===== src/sv/umpsx_pkg.sv =====
`default_nettype none
package umpsx_pkg;

   localparam logic [7:0] SX_START_BYTE = 8'hF0;
   localparam logic [7:0] SX_END_BYTE   = 8'hF7;

   localparam logic [3:0] SX_STAT_COMPLETE = 4'h0;
   localparam logic [3:0] SX_STAT_START    = 4'h1;
   localparam logic [3:0] SX_STAT_CONTINUE = 4'h2;
   localparam logic [3:0] SX_STAT_END      = 4'h3;
   localparam logic [3:0] SX_TYPE_DATA64   = 4'h3;

   localparam logic [3:0] SX_COUNT_MASK  = 4'h0F;
   localparam logic [2:0] SX_MAX_PAYLOAD = 3'd6;
   localparam logic [2:0] SX_MIN_WORDS   = 3'd2;

   // result kinds
   localparam logic [1:0] KIND_OPEN    = 2'd0;
   localparam logic [1:0] KIND_PAYLOAD = 2'd1;
   localparam logic [1:0] KIND_CLOSE   = 2'd2;
   localparam logic [1:0] KIND_MARKER  = 2'd3;

   typedef struct packed {
      logic       load_pkt;
      logic       load_out;
      logic [1:0] kind;
      logic [2:0] idx;
      logic       discard;
      logic       last;
   } cmd_type;

   typedef struct packed {
      logic       handled;
      logic       opens;
      logic       closes;
      logic [2:0] count;
      logic       out_free;
   } stat_type;

endpackage
`default_nettype wire


===== src/sv/umpsx_dpath.sv =====
`default_nettype none
module umpsx_dpath (
   input  wire                  clock,
   input  wire                  reset,
   input  wire                  is_message,
   input  wire [2:0]            word_count,
   input  wire [31:0]           word_first,
   input  wire [31:0]           word_second,
   input  umpsx_pkg::cmd_type   cmd,
   output umpsx_pkg::stat_type  stat,
   output logic [7:0]           rsp_data_byte,
   output logic                 rsp_byte_valid,
   output logic                 rsp_line_end,
   output logic                 rsp_discard_line,
   output logic                 rsp_last,
   output logic                 rsp_valid,
   input  wire                  rsp_ready
);
   import umpsx_pkg::*;

   logic [47:0] payload_ff, payload_in;
   logic [7:0]  byte_ff, byte_in;
   logic        bvalid_ff, bvalid_in;
   logic        lend_ff, lend_in;
   logic        discard_ff, discard_in;
   logic        last_ff, last_in;
   logic        valid_ff, valid_in;

   logic [3:0]  status;
   logic [3:0]  count_raw;
   logic [7:0]  sel_byte;

   // decode of the incoming packet
   always_comb begin
      status    = word_first[23:20];
      count_raw = word_first[19:16] & SX_COUNT_MASK;
      stat.handled = is_message && (word_count >= SX_MIN_WORDS)
                     && (word_first[31:28] == SX_TYPE_DATA64);
      stat.opens  = (status == SX_STAT_COMPLETE) || (status == SX_STAT_START);
      stat.closes = (status == SX_STAT_COMPLETE) || (status == SX_STAT_END);
      if (count_raw > {1'b0, SX_MAX_PAYLOAD}) begin
         stat.count = SX_MAX_PAYLOAD;
      end else begin
         stat.count = count_raw[2:0];
      end
      stat.out_free = !valid_ff || rsp_ready;
   end

   // payload byte 0 in the top bits, in wire order
   always_comb begin
      case (cmd.idx)
         3'd0:    sel_byte = payload_ff[47:40];
         3'd1:    sel_byte = payload_ff[39:32];
         3'd2:    sel_byte = payload_ff[31:24];
         3'd3:    sel_byte = payload_ff[23:16];
         3'd4:    sel_byte = payload_ff[15:8];
         3'd5:    sel_byte = payload_ff[7:0];
         default: sel_byte = 8'h00;
      endcase
   end

   always_comb begin
      payload_in = cmd.load_pkt ? {word_first[15:0], word_second} : payload_ff;
      byte_in    = byte_ff;
      bvalid_in  = bvalid_ff;
      lend_in    = lend_ff;
      discard_in = discard_ff;
      last_in    = last_ff;
      valid_in   = valid_ff && !rsp_ready;
      if (cmd.load_out) begin
         valid_in   = 1'b1;
         discard_in = cmd.discard;
         last_in    = cmd.last;
         bvalid_in  = 1'b1;
         lend_in    = 1'b0;
         case (cmd.kind)
            KIND_OPEN:    byte_in = SX_START_BYTE;
            KIND_PAYLOAD: byte_in = sel_byte;
            KIND_CLOSE: begin
               byte_in = SX_END_BYTE;
               lend_in = 1'b1;
            end
            KIND_MARKER: begin
               byte_in   = 8'h00;
               bvalid_in = 1'b0;
               lend_in   = 1'b1;
            end
            default:      byte_in = 8'h00;
         endcase
      end
   end

   always_ff @(posedge clock) begin
      payload_ff <= payload_in;
      byte_ff    <= byte_in;
      bvalid_ff  <= bvalid_in;
      lend_ff    <= lend_in;
      discard_ff <= discard_in;
      last_ff    <= last_in;
      if (reset) begin
         valid_ff <= 1'b0;
      end else begin
         valid_ff <= valid_in;
      end
   end

   assign rsp_data_byte    = byte_ff;
   assign rsp_byte_valid   = bvalid_ff;
   assign rsp_line_end     = lend_ff;
   assign rsp_discard_line = discard_ff;
   assign rsp_last         = last_ff;
   assign rsp_valid        = valid_ff;

endmodule
`default_nettype wire


===== src/sv/umpsx_ctrl.sv =====
`default_nettype none
module umpsx_ctrl (
   input  wire                  clock,
   input  wire                  reset,
   input  wire                  req_valid,
   input  wire                  action,
   output logic                 req_ready,
   input  umpsx_pkg::stat_type  stat,
   output umpsx_pkg::cmd_type   cmd
);
   import umpsx_pkg::*;

   localparam logic ST_IDLE = 1'b0;
   localparam logic ST_EMIT = 1'b1;

   logic       state_ff, state_in;
   logic [2:0] pos_ff, pos_in;
   logic [3:0] total_ff, total_in;
   logic       open_ff, open_in;
   logic       close_ff, close_in;
   logic       marker_ff, marker_in;
   logic       discard_ff, discard_in;
   logic       intx_ff, intx_in;

   logic       accept;
   logic       active;
   logic [3:0] n_new;
   logic       at_last;

   assign req_ready = (state_ff == ST_IDLE);
   assign accept    = req_valid && req_ready;
   assign active    = stat.opens || intx_ff;
   assign at_last   = ({1'b0, pos_ff} == (total_ff - 4'd1));

   always_comb begin
      state_in   = state_ff;
      pos_in     = pos_ff;
      total_in   = total_ff;
      open_in    = open_ff;
      close_in   = close_ff;
      marker_in  = marker_ff;
      discard_in = discard_ff;
      intx_in    = intx_ff;
      n_new      = 4'd0;

      cmd.load_pkt = accept;
      cmd.load_out = 1'b0;
      cmd.last     = at_last;
      cmd.discard  = discard_ff && (pos_ff == 3'd0);
      cmd.idx      = pos_ff - {2'b00, open_ff};
      if (marker_ff) begin
         cmd.kind = KIND_MARKER;
      end else if (open_ff && (pos_ff == 3'd0)) begin
         cmd.kind = KIND_OPEN;
      end else if (close_ff && at_last) begin
         cmd.kind = KIND_CLOSE;
      end else begin
         cmd.kind = KIND_PAYLOAD;
      end

      case (state_ff)
         ST_IDLE: begin
            if (accept) begin
               pos_in     = 3'd0;
               marker_in  = 1'b0;
               open_in    = 1'b0;
               close_in   = 1'b0;
               discard_in = 1'b0;
               if (action) begin
                  if (intx_ff) begin
                     n_new     = 4'd1;
                     marker_in = 1'b1;
                     intx_in   = 1'b0;
                  end
               end else if (stat.handled && active) begin
                  open_in    = stat.opens;
                  close_in   = stat.closes;
                  discard_in = stat.opens && intx_ff;
                  intx_in    = !stat.closes;
                  n_new      = {3'b000, stat.opens} + {1'b0, stat.count}
                               + {3'b000, stat.closes};
               end
               total_in = n_new;
               if (n_new != 4'd0) begin
                  state_in = ST_EMIT;
               end
            end
         end
         ST_EMIT: begin
            if (stat.out_free) begin
               cmd.load_out = 1'b1;
               pos_in       = pos_ff + 3'd1;
               if (at_last) begin
                  state_in = ST_IDLE;
               end
            end
         end
         default: state_in = ST_IDLE;
      endcase
   end

   always_ff @(posedge clock) begin
      pos_ff     <= pos_in;
      total_ff   <= total_in;
      open_ff    <= open_in;
      close_ff   <= close_in;
      marker_ff  <= marker_in;
      discard_ff <= discard_in;
      if (reset) begin
         state_ff <= ST_IDLE;
         intx_ff  <= 1'b0;
      end else begin
         state_ff <= state_in;
         intx_ff  <= intx_in;
      end
   end

endmodule
`default_nettype wire


===== src/sv/ump_sysex7_to_byte_stream_unit.sv =====
// UMP SysEx7 packets to a MIDI 1.0 system-exclusive byte stream.
// req channel: one transfer per 64-bit packet or end-of-selection mark.
//   tuser[0] = action (1 = end of selection), tuser[1] = is_message.
//   tdata holds word_count, word_first and word_second from bit 0 up.
// rsp channel: one transfer per emitted byte or bare line-end marker.
//   tdata = data_byte, tuser = byte_valid, line_end, discard_line,
//   tlast marks the final result caused by one request.
// After the request transfer, the sequencer's emit state loads the first
// result into the output register; then one result per cycle follows
// while rsp_tready allows. A packet giving n results (up to 8: F0, six
// payload bytes, F7) holds req_tready low until its last result is loaded.
// The rate is set by the single output register that each result passes through.
// A request giving no result keeps the sequencer idle, so such items stream freely.
// The next request is taken while the final result still waits on rsp.
// A stalled receiver (rsp_tready low) holds the output register and
// freezes the sequencer; nothing is lost or repeated.
// Reset (synchronous) closes any open transmission and empties the output.
`default_nettype none
module ump_sysex7_to_byte_stream_unit (
   input  wire         clock,
   input  wire         reset,
   input  wire         req_tvalid,
   output logic        req_tready,
   input  wire [71:0]  req_tdata,   // word_count[2:0], word_first[34:3], word_second[66:35]
   input  wire [1:0]   req_tuser,   // action[0], is_message[1]
   output logic        rsp_tvalid,
   input  wire         rsp_tready,
   output logic [7:0]  rsp_tdata,   // data_byte[7:0]
   output logic [2:0]  rsp_tuser,   // byte_valid[0], line_end[1], discard_line[2]
   output logic        rsp_tlast    // last result of this request
);
   import umpsx_pkg::*;

   cmd_type  cmd;
   stat_type stat;

   // sequencer: owns the open-line flag and the per-request result plan
   umpsx_ctrl u_ctrl (
      .clock     (clock),
      .reset     (reset),
      .req_valid (req_tvalid),
      .action    (req_tuser[0]),
      .req_ready (req_tready),
      .stat      (stat),
      .cmd       (cmd)
   );

   // packet decode, payload hold and output register
   umpsx_dpath u_dpath (
      .clock            (clock),
      .reset            (reset),
      .is_message       (req_tuser[1]),
      .word_count       (req_tdata[2:0]),
      .word_first       (req_tdata[34:3]),
      .word_second      (req_tdata[66:35]),
      .cmd              (cmd),
      .stat             (stat),
      .rsp_data_byte    (rsp_tdata),
      .rsp_byte_valid   (rsp_tuser[0]),
      .rsp_line_end     (rsp_tuser[1]),
      .rsp_discard_line (rsp_tuser[2]),
      .rsp_last         (rsp_tlast),
      .rsp_valid        (rsp_tvalid),
      .rsp_ready        (rsp_tready)
   );

endmodule
`default_nettype wire

===== config.mk =====
export PLATFORM = sky130hd
export DESIGN_NAME = ump_sysex7_to_byte_stream_unit
export DESIGN_NICKNAME = d
export VERILOG_FILES = /design/src/sv/umpsx_pkg.sv /design/src/sv/umpsx_dpath.sv /design/src/sv/umpsx_ctrl.sv /design/src/sv/ump_sysex7_to_byte_stream_unit.sv
export SDC_FILE = /design/constraint.sdc
export NUM_CORES = 1
export LEC_CHECK = 0
export BUFFER_PORTS_ARGS = -buffer_cell sky130_fd_sc_hd__buf_2
export CAP_MARGIN = 15
export CORE_MARGIN = 4
export CORE_UTILIZATION = 30
export CTS_CLUSTER_DIAMETER = 30
export DETAILED_ROUTE_END_ITERATION = 12
export PLACE_DENSITY = 0.6
export SYNTH_ARGS = -nofsm -noshare
export SYNTH_HDL_FRONTEND = slang
export SYNTH_HIERARCHICAL = 1
export SYNTH_SLANG_ARGS = --single-unit
export TNS_END_PERCENT = 20

===== constraint.sdc =====
create_clock -name clock -period 2.4 [get_ports clock]
set_clock_uncertainty 0.05 [all_clocks]
set_input_delay 0.12 -clock clock [delete_from_list [all_inputs] [get_ports clock]]
set_output_delay 0.12 -clock clock [all_outputs]
set_load 0.02 [all_outputs]

; ---- Yosys cells after proc, flatten, opt, wreduce, memory -nomap -nowiden
; Index checks and enable logic that the tools add are counted.
[word_totals]
wordCells = 92
input_bits = 78
latchBits = 0
ramBits = 0
romBits = 0
ff_bits = 74
n_memories = 0
[op_classes]
multipliers = 0
div = 0
reduce_logical = 27
n_shift = 0
add_sub_neg = 5
mux = 27
n_lt_le_gt_ge = 2
eq_ne = 14
bitwise_logic = 2
[op_table]
columns = operator, n
row1 = 8-bit case mux with 6 select lines, 1
row2 = 8-bit case mux with 4 select lines, 1
row3 = 4-bit 2-to-1 mux, 4
row4 = 1-bit 2-to-1 mux, 13
row5 = 1-bit logical AND, 9
row6 = 3-bit 2-to-1 mux, 3
row7 = 4-bit by 2-bit equality test with 1-bit output (second input constant), 2
row8 = 3-bit by 2-bit equality test with 1-bit output (second input constant), 2
row9 = 3-bit equality test (second input constant), 2
row10 = 3-bit logical NOT, 2
row11 = 2-bit 2-to-1 mux, 3
row12 = 3-bit case mux with 2 select lines, 1
row13 = 1-bit by 3-bit adder with 4-bit output, 1
row14 = 4-bit by 1-bit adder with 4-bit output, 1
row15 = 2-bit equality test (second input constant), 2
row16 = 3-bit by 4-bit equality test with 1-bit output, 1
row17 = 4-bit by 1-bit equality test with 1-bit output (second input constant), 1
row18 = 4-bit by 3-bit > comparator with 1-bit output (second input constant), 1
row19 = 4-bit logical NOT, 1
row20 = 1-bit logical OR, 4
row21 = 2-bit != test (second input constant), 2
row22 = 2-bit AND reduction, 2
row23 = 4-bit nonzero test, 1
row24 = 2-bit OR reduction, 2
row25 = 12 further kinds, 15

; ---- Logic depth before layout (Yosys ltp)
[depth]
word_depth = 12
ltp_mapped = 9
mapped_depth_nobuf = 9

; ---- Cells and area by module
; The synthesis kept the hierarchy.
[by_module_without_submodules]
columns = mod, area_each_um2, n_inst, cells_each
row1 = umpsx_dpath, 2423.6, 1, 141
row2 = umpsx_ctrl, 847.1, 1, 77

; ---- Worst setup path after synthesis
; OpenSTA, ideal clock, no wires.
[synth_timing]
kind = reg-to-reg
startpoint = reg u_ctrl.pos_ff[0]
endpoint = reg u_dpath.byte_ff[5] (netlist: u_dpath/rsp_data_byte[5]), data pin
arrival_ns = 1.888
stages_incl_launch_ff = 9
path_buffers = 1
period_less_slack_ns = 2.213
setup_ns = 0.275
slack_ns = 0.187
path_cell_list = edfxtp_1 inv_1 ha_1 ha_1 xor2_1 buf_6 mux2_1 a221oi_1 o21ai_1
[synth_rtl]
columns = item, line
row1 = from (decl), umpsx_ctrl.sv:17  ; logic [2:0] pos_ff, pos_in;
row2 = from (signal assigned), umpsx_ctrl.sv:103  ; pos_ff <= pos_in;
row3 = to (signal assigned), umpsx_dpath.sv:95  ; byte_ff <= byte_in;
row4 = to (decl), umpsx_dpath.sv:22  ; logic [7:0] byte_ff, byte_in;

==> impl_metrics.tcl <==
set metrics [dict create \
    viasPerCell 4.393 \
    cts.clk_slew.worst_paths_ns 0.08 \
    fin_area_mm2 0.004608 \
    syn_area_mm2 0.003271 \
    dp_slack_ns 0.06680 \
    setup_slack_ns 0.1410 \
    synth.top_cell.area_share_pct 65.19 \
    drive_above_1_share_pct 36.66 \
    max-clock-path-buffers 2 \
    dieArea_mm2 0.01264 \
    io_buffer_count 81 \
    peakVddDrop_uv 347.1 \
    syn2layout_area_growth_pct 40.90 \
    finalCritPeriodShare_pct 94.12 \
    hpwl_um 4809 \
    cts_tree "done" \
    timing.critical_path.arrival_ns 2.30 \
    ys_seq_area_share_pct 67.02 \
    grt.met1_usage_pct 14.35 \
    p_switching_uw 614.5 \
    tns_ns 0 \
    gp_congestion 0.7643 \
    grt_use_met2_pct 20.10 \
    syn_inst 218 \
    cts.sinks 74 \
    yosysTopAreaCell "edfxtp_1" \
    totalWireLength_um 7194 \
    power_mw 2.782 \
    drcViolationCount 0 \
    std_cell_rows 37 \
    power_density_mw_per_mm2 603.7 \
    synth_ff_type "edfxtp_1" \
    core-area_mm2 0.01046 \
    antenna_cells 0 \
    dr.pass1.iters 4 \
    syn_area_per_cell_um2 15.00 \
    rr_worst_depth 8 \
    place_area_mm2 0.003909 \
    hp-class "in2reg" \
    track_usage_pct 11.97 \
    vias 2227 \
    critPathMaxFanout 8 \
    cts_buffers 9 \
    final_cell_mix "buf_2, edfxtp_1, dlygate4sd3_1" \
    cts-root-buf "clkbuf_8" \
    intPower_mw 2.167 \
    top_usage_layer "met2" \
    ys_ff_latch 74 \
    leakagePower_nw 1.825 \
    final_common_cell "buf_2" \
    synth_nets 303 \
    first_global_vias 2400 \
    reg2reg_to "u_dpath/rsp_data_byte[0]" \
    fmax_ghz 0.4427 \
    placed_cells 439 \
    start_util_pct 31.26 \
    power_frac_comb_pct 13.9 \
    start_kind "register" \
    synth-edff-count 71 \
    post-route-min-period_ns 2.259 \
    drt-initial-drc-count 67 \
    htreeDepth 3 \
    grt-ovfl-total 0 \
    die_x_um 112.4 \
    gr-usage-met3_pct 3.288 \
    grt_first_pass_wirelength_um 11740 \
    maxSlewViolCount 0 \
    endpoint_kind "register" \
    r2r-start "u_ctrl/pos_ff[0]" \
    synth.distinct_cells 52 \
    tightest_slew_ns 0.4189 \
    finalNonFillerCells 507 \
    post_drt_wl_per_cell_um 14.19 \
    status "complete, no violations" \
    startpoint "u_ctrl/pos_ff[0]" \
    fp.dieH_um 112.4 \
    finalSetupViolCount 0 \
    switching_share_pct 22.09 \
    insertion_delay_ns 0.34 \
    pwr-share-clk_pct 32.0 \
    critical_path_class "reg2reg" \
    io_pins 92 \
    critical_path_required_ns 2.44 \
    antenna_found_initial 0 \
    finalHoldViolCount 0 \
    critPathCapture "u_dpath/rsp_data_byte[0]" \
    yosysWarnings 6 \
    fin_nets 452 \
    synthTopCellsByArea "edfxtp_1, ha_1, dfxtp_1" \
    rsz0062_at_grt "no" \
    drv_cap 0 \
    r2r_setup_slack_ns 0.14 \
    grt_max_degree 53 \
    ant_nets 0 \
    seqPwrFrac_pct 54.1 \
    async_flop_share_pct 0 \
    slew_headroom_pct 71.86 \
]
[stage by stage]
step / utilization (%) / hold slack (ns)
after global routing: 44.04 / 0.04347
final: 44.04 / 0.03957
after global placement: 37.36 / 0.2471
after floorplan: - / 0.1391
after CTS: 43.72 / 0.02420
after detailed placement: 37.36 / 0.2481
[flip-flops by register name, indices dropped and copies added (netlist names)]
name and cells:
u_ctrl/close_ff 1, u_ctrl/discard_ff 1, u_ctrl/intx_ff 1, u_ctrl/marker_ff 1
u_ctrl/open_ff 1, u_ctrl/pos_ff 3, u_ctrl/state_ff 1, u_ctrl/total_ff 4
u_dpath/payload_ff 48, u_dpath/rsp_byte_valid 1, u_dpath/rsp_data_byte 8, u_dpath/rsp_discard_line 1
u_dpath/rsp_last 1, u_dpath/rsp_line_end 1, u_dpath/rsp_valid 1
[per-layer routing]
metal  share of wire, %  wire length [um]  up-vias
li1                   -                 -     1119
met1                 44              3144     1043
met2                 50              3583       52
met3                3.8               273       13
met4                2.7               192        0
met5                  0                 0        -
[worst min path at each step]
| stage | to | cells past startpoint | startpoint |
|---|---|---|---|
| detailed placement | u_dpath/payload_ff[1] | 1 | req_tdata[36] |
| finish | u_dpath/rsp_valid | 3 | rsp_tready |
| global placement | u_dpath/payload_ff[15] | 1 | req_tdata[50] |
| global route | u_dpath/rsp_valid | 3 | rsp_tready |
| CTS | u_dpath/rsp_valid | 3 | rsp_tready |
| floorplan | u_ctrl/intx_ff | 1 | reset |
[critical path: stages (launching register included)]
cell	delay [ns]
edfxtp_1	0.35
inv_1	0.07
ha_1	0.19
ha_1	0.32
clkinvlp_4	0.17
and2_1	0.20
a22o_1	0.20
a221oi_1	0.35
o21ai_1	0.11
[timing repair]
item	CTS	global route
resized for setup	0	1
buffers inserted	0	4
hold buffers	49	0
setup endpoints to repair	0	3
endpoints found under the hold margin	51	0
[area by class of cell]
type,count,area [um2]
clock buffer,11,131.4
clock inverter,4,43.79
fill,987,5854
inverter,15,60.06
multi-input combinational,121,957.2
sequential,74,2192
tap,136,170.2
timing repair buffer,146,1054
[power by group through the flow]
stage / Clock (mW) / Combinational [mW] / Sequential [mW]
final: 0.890 / 0.388 / 1.50
after global routing: 0.980 / 0.428 / 1.51
after CTS: 0.921 / 0.380 / 1.50
after detailed placement: 0 / 0.318 / 1.53
after global placement: 0 / 0.312 / 1.53
after floorplan: 0 / 0.189 / 1.53
[cell usage after synthesis, types with 2 or more instances]
master	number
a211oi_1	2
a21oi_1	8
a221oi_1	3
a22o_1	2
a22oi_1	3
a31oi_1	2
a32o_1	2
and2_1	3
and2_2	5
buf_4	2
buf_6	3
dfxtp_1	3
edfxtp_1	71
ha_1	6
inv_1	15
mux2_2	5
mux2i_1	4
mux4_2	2
nand2_1	7
nand2b_1	5
nand3b_1	3
nand4b_1	2
nor2_1	7
nor2_2	3
nor3_1	6
nor3b_1	3
o21ai_0	3
o21ai_1	7
or2_2	3
xor2_1	6
[cells by family (layout without fill, tap and decap cells)]
| group | after synthesis | count (layout) | synth area share (%) |
|---|---|---|---|
| muxes | 12 | 12 | 4.667 |
| buffers and inverters | 23 | 176 | 3.940 |
| xor gates and xnor gates | 8 | 8 | 2.563 |
| and+or+nand+nor | 55 | 55 | 10.75 |
| adders and majority gates | 7 | 7 | 2.907 |
| AOI/OAI and AO/OA | 39 | 39 | 8.149 |
| DFF | 74 | 74 | 67.02 |
(Power assumes the default switching activity.)
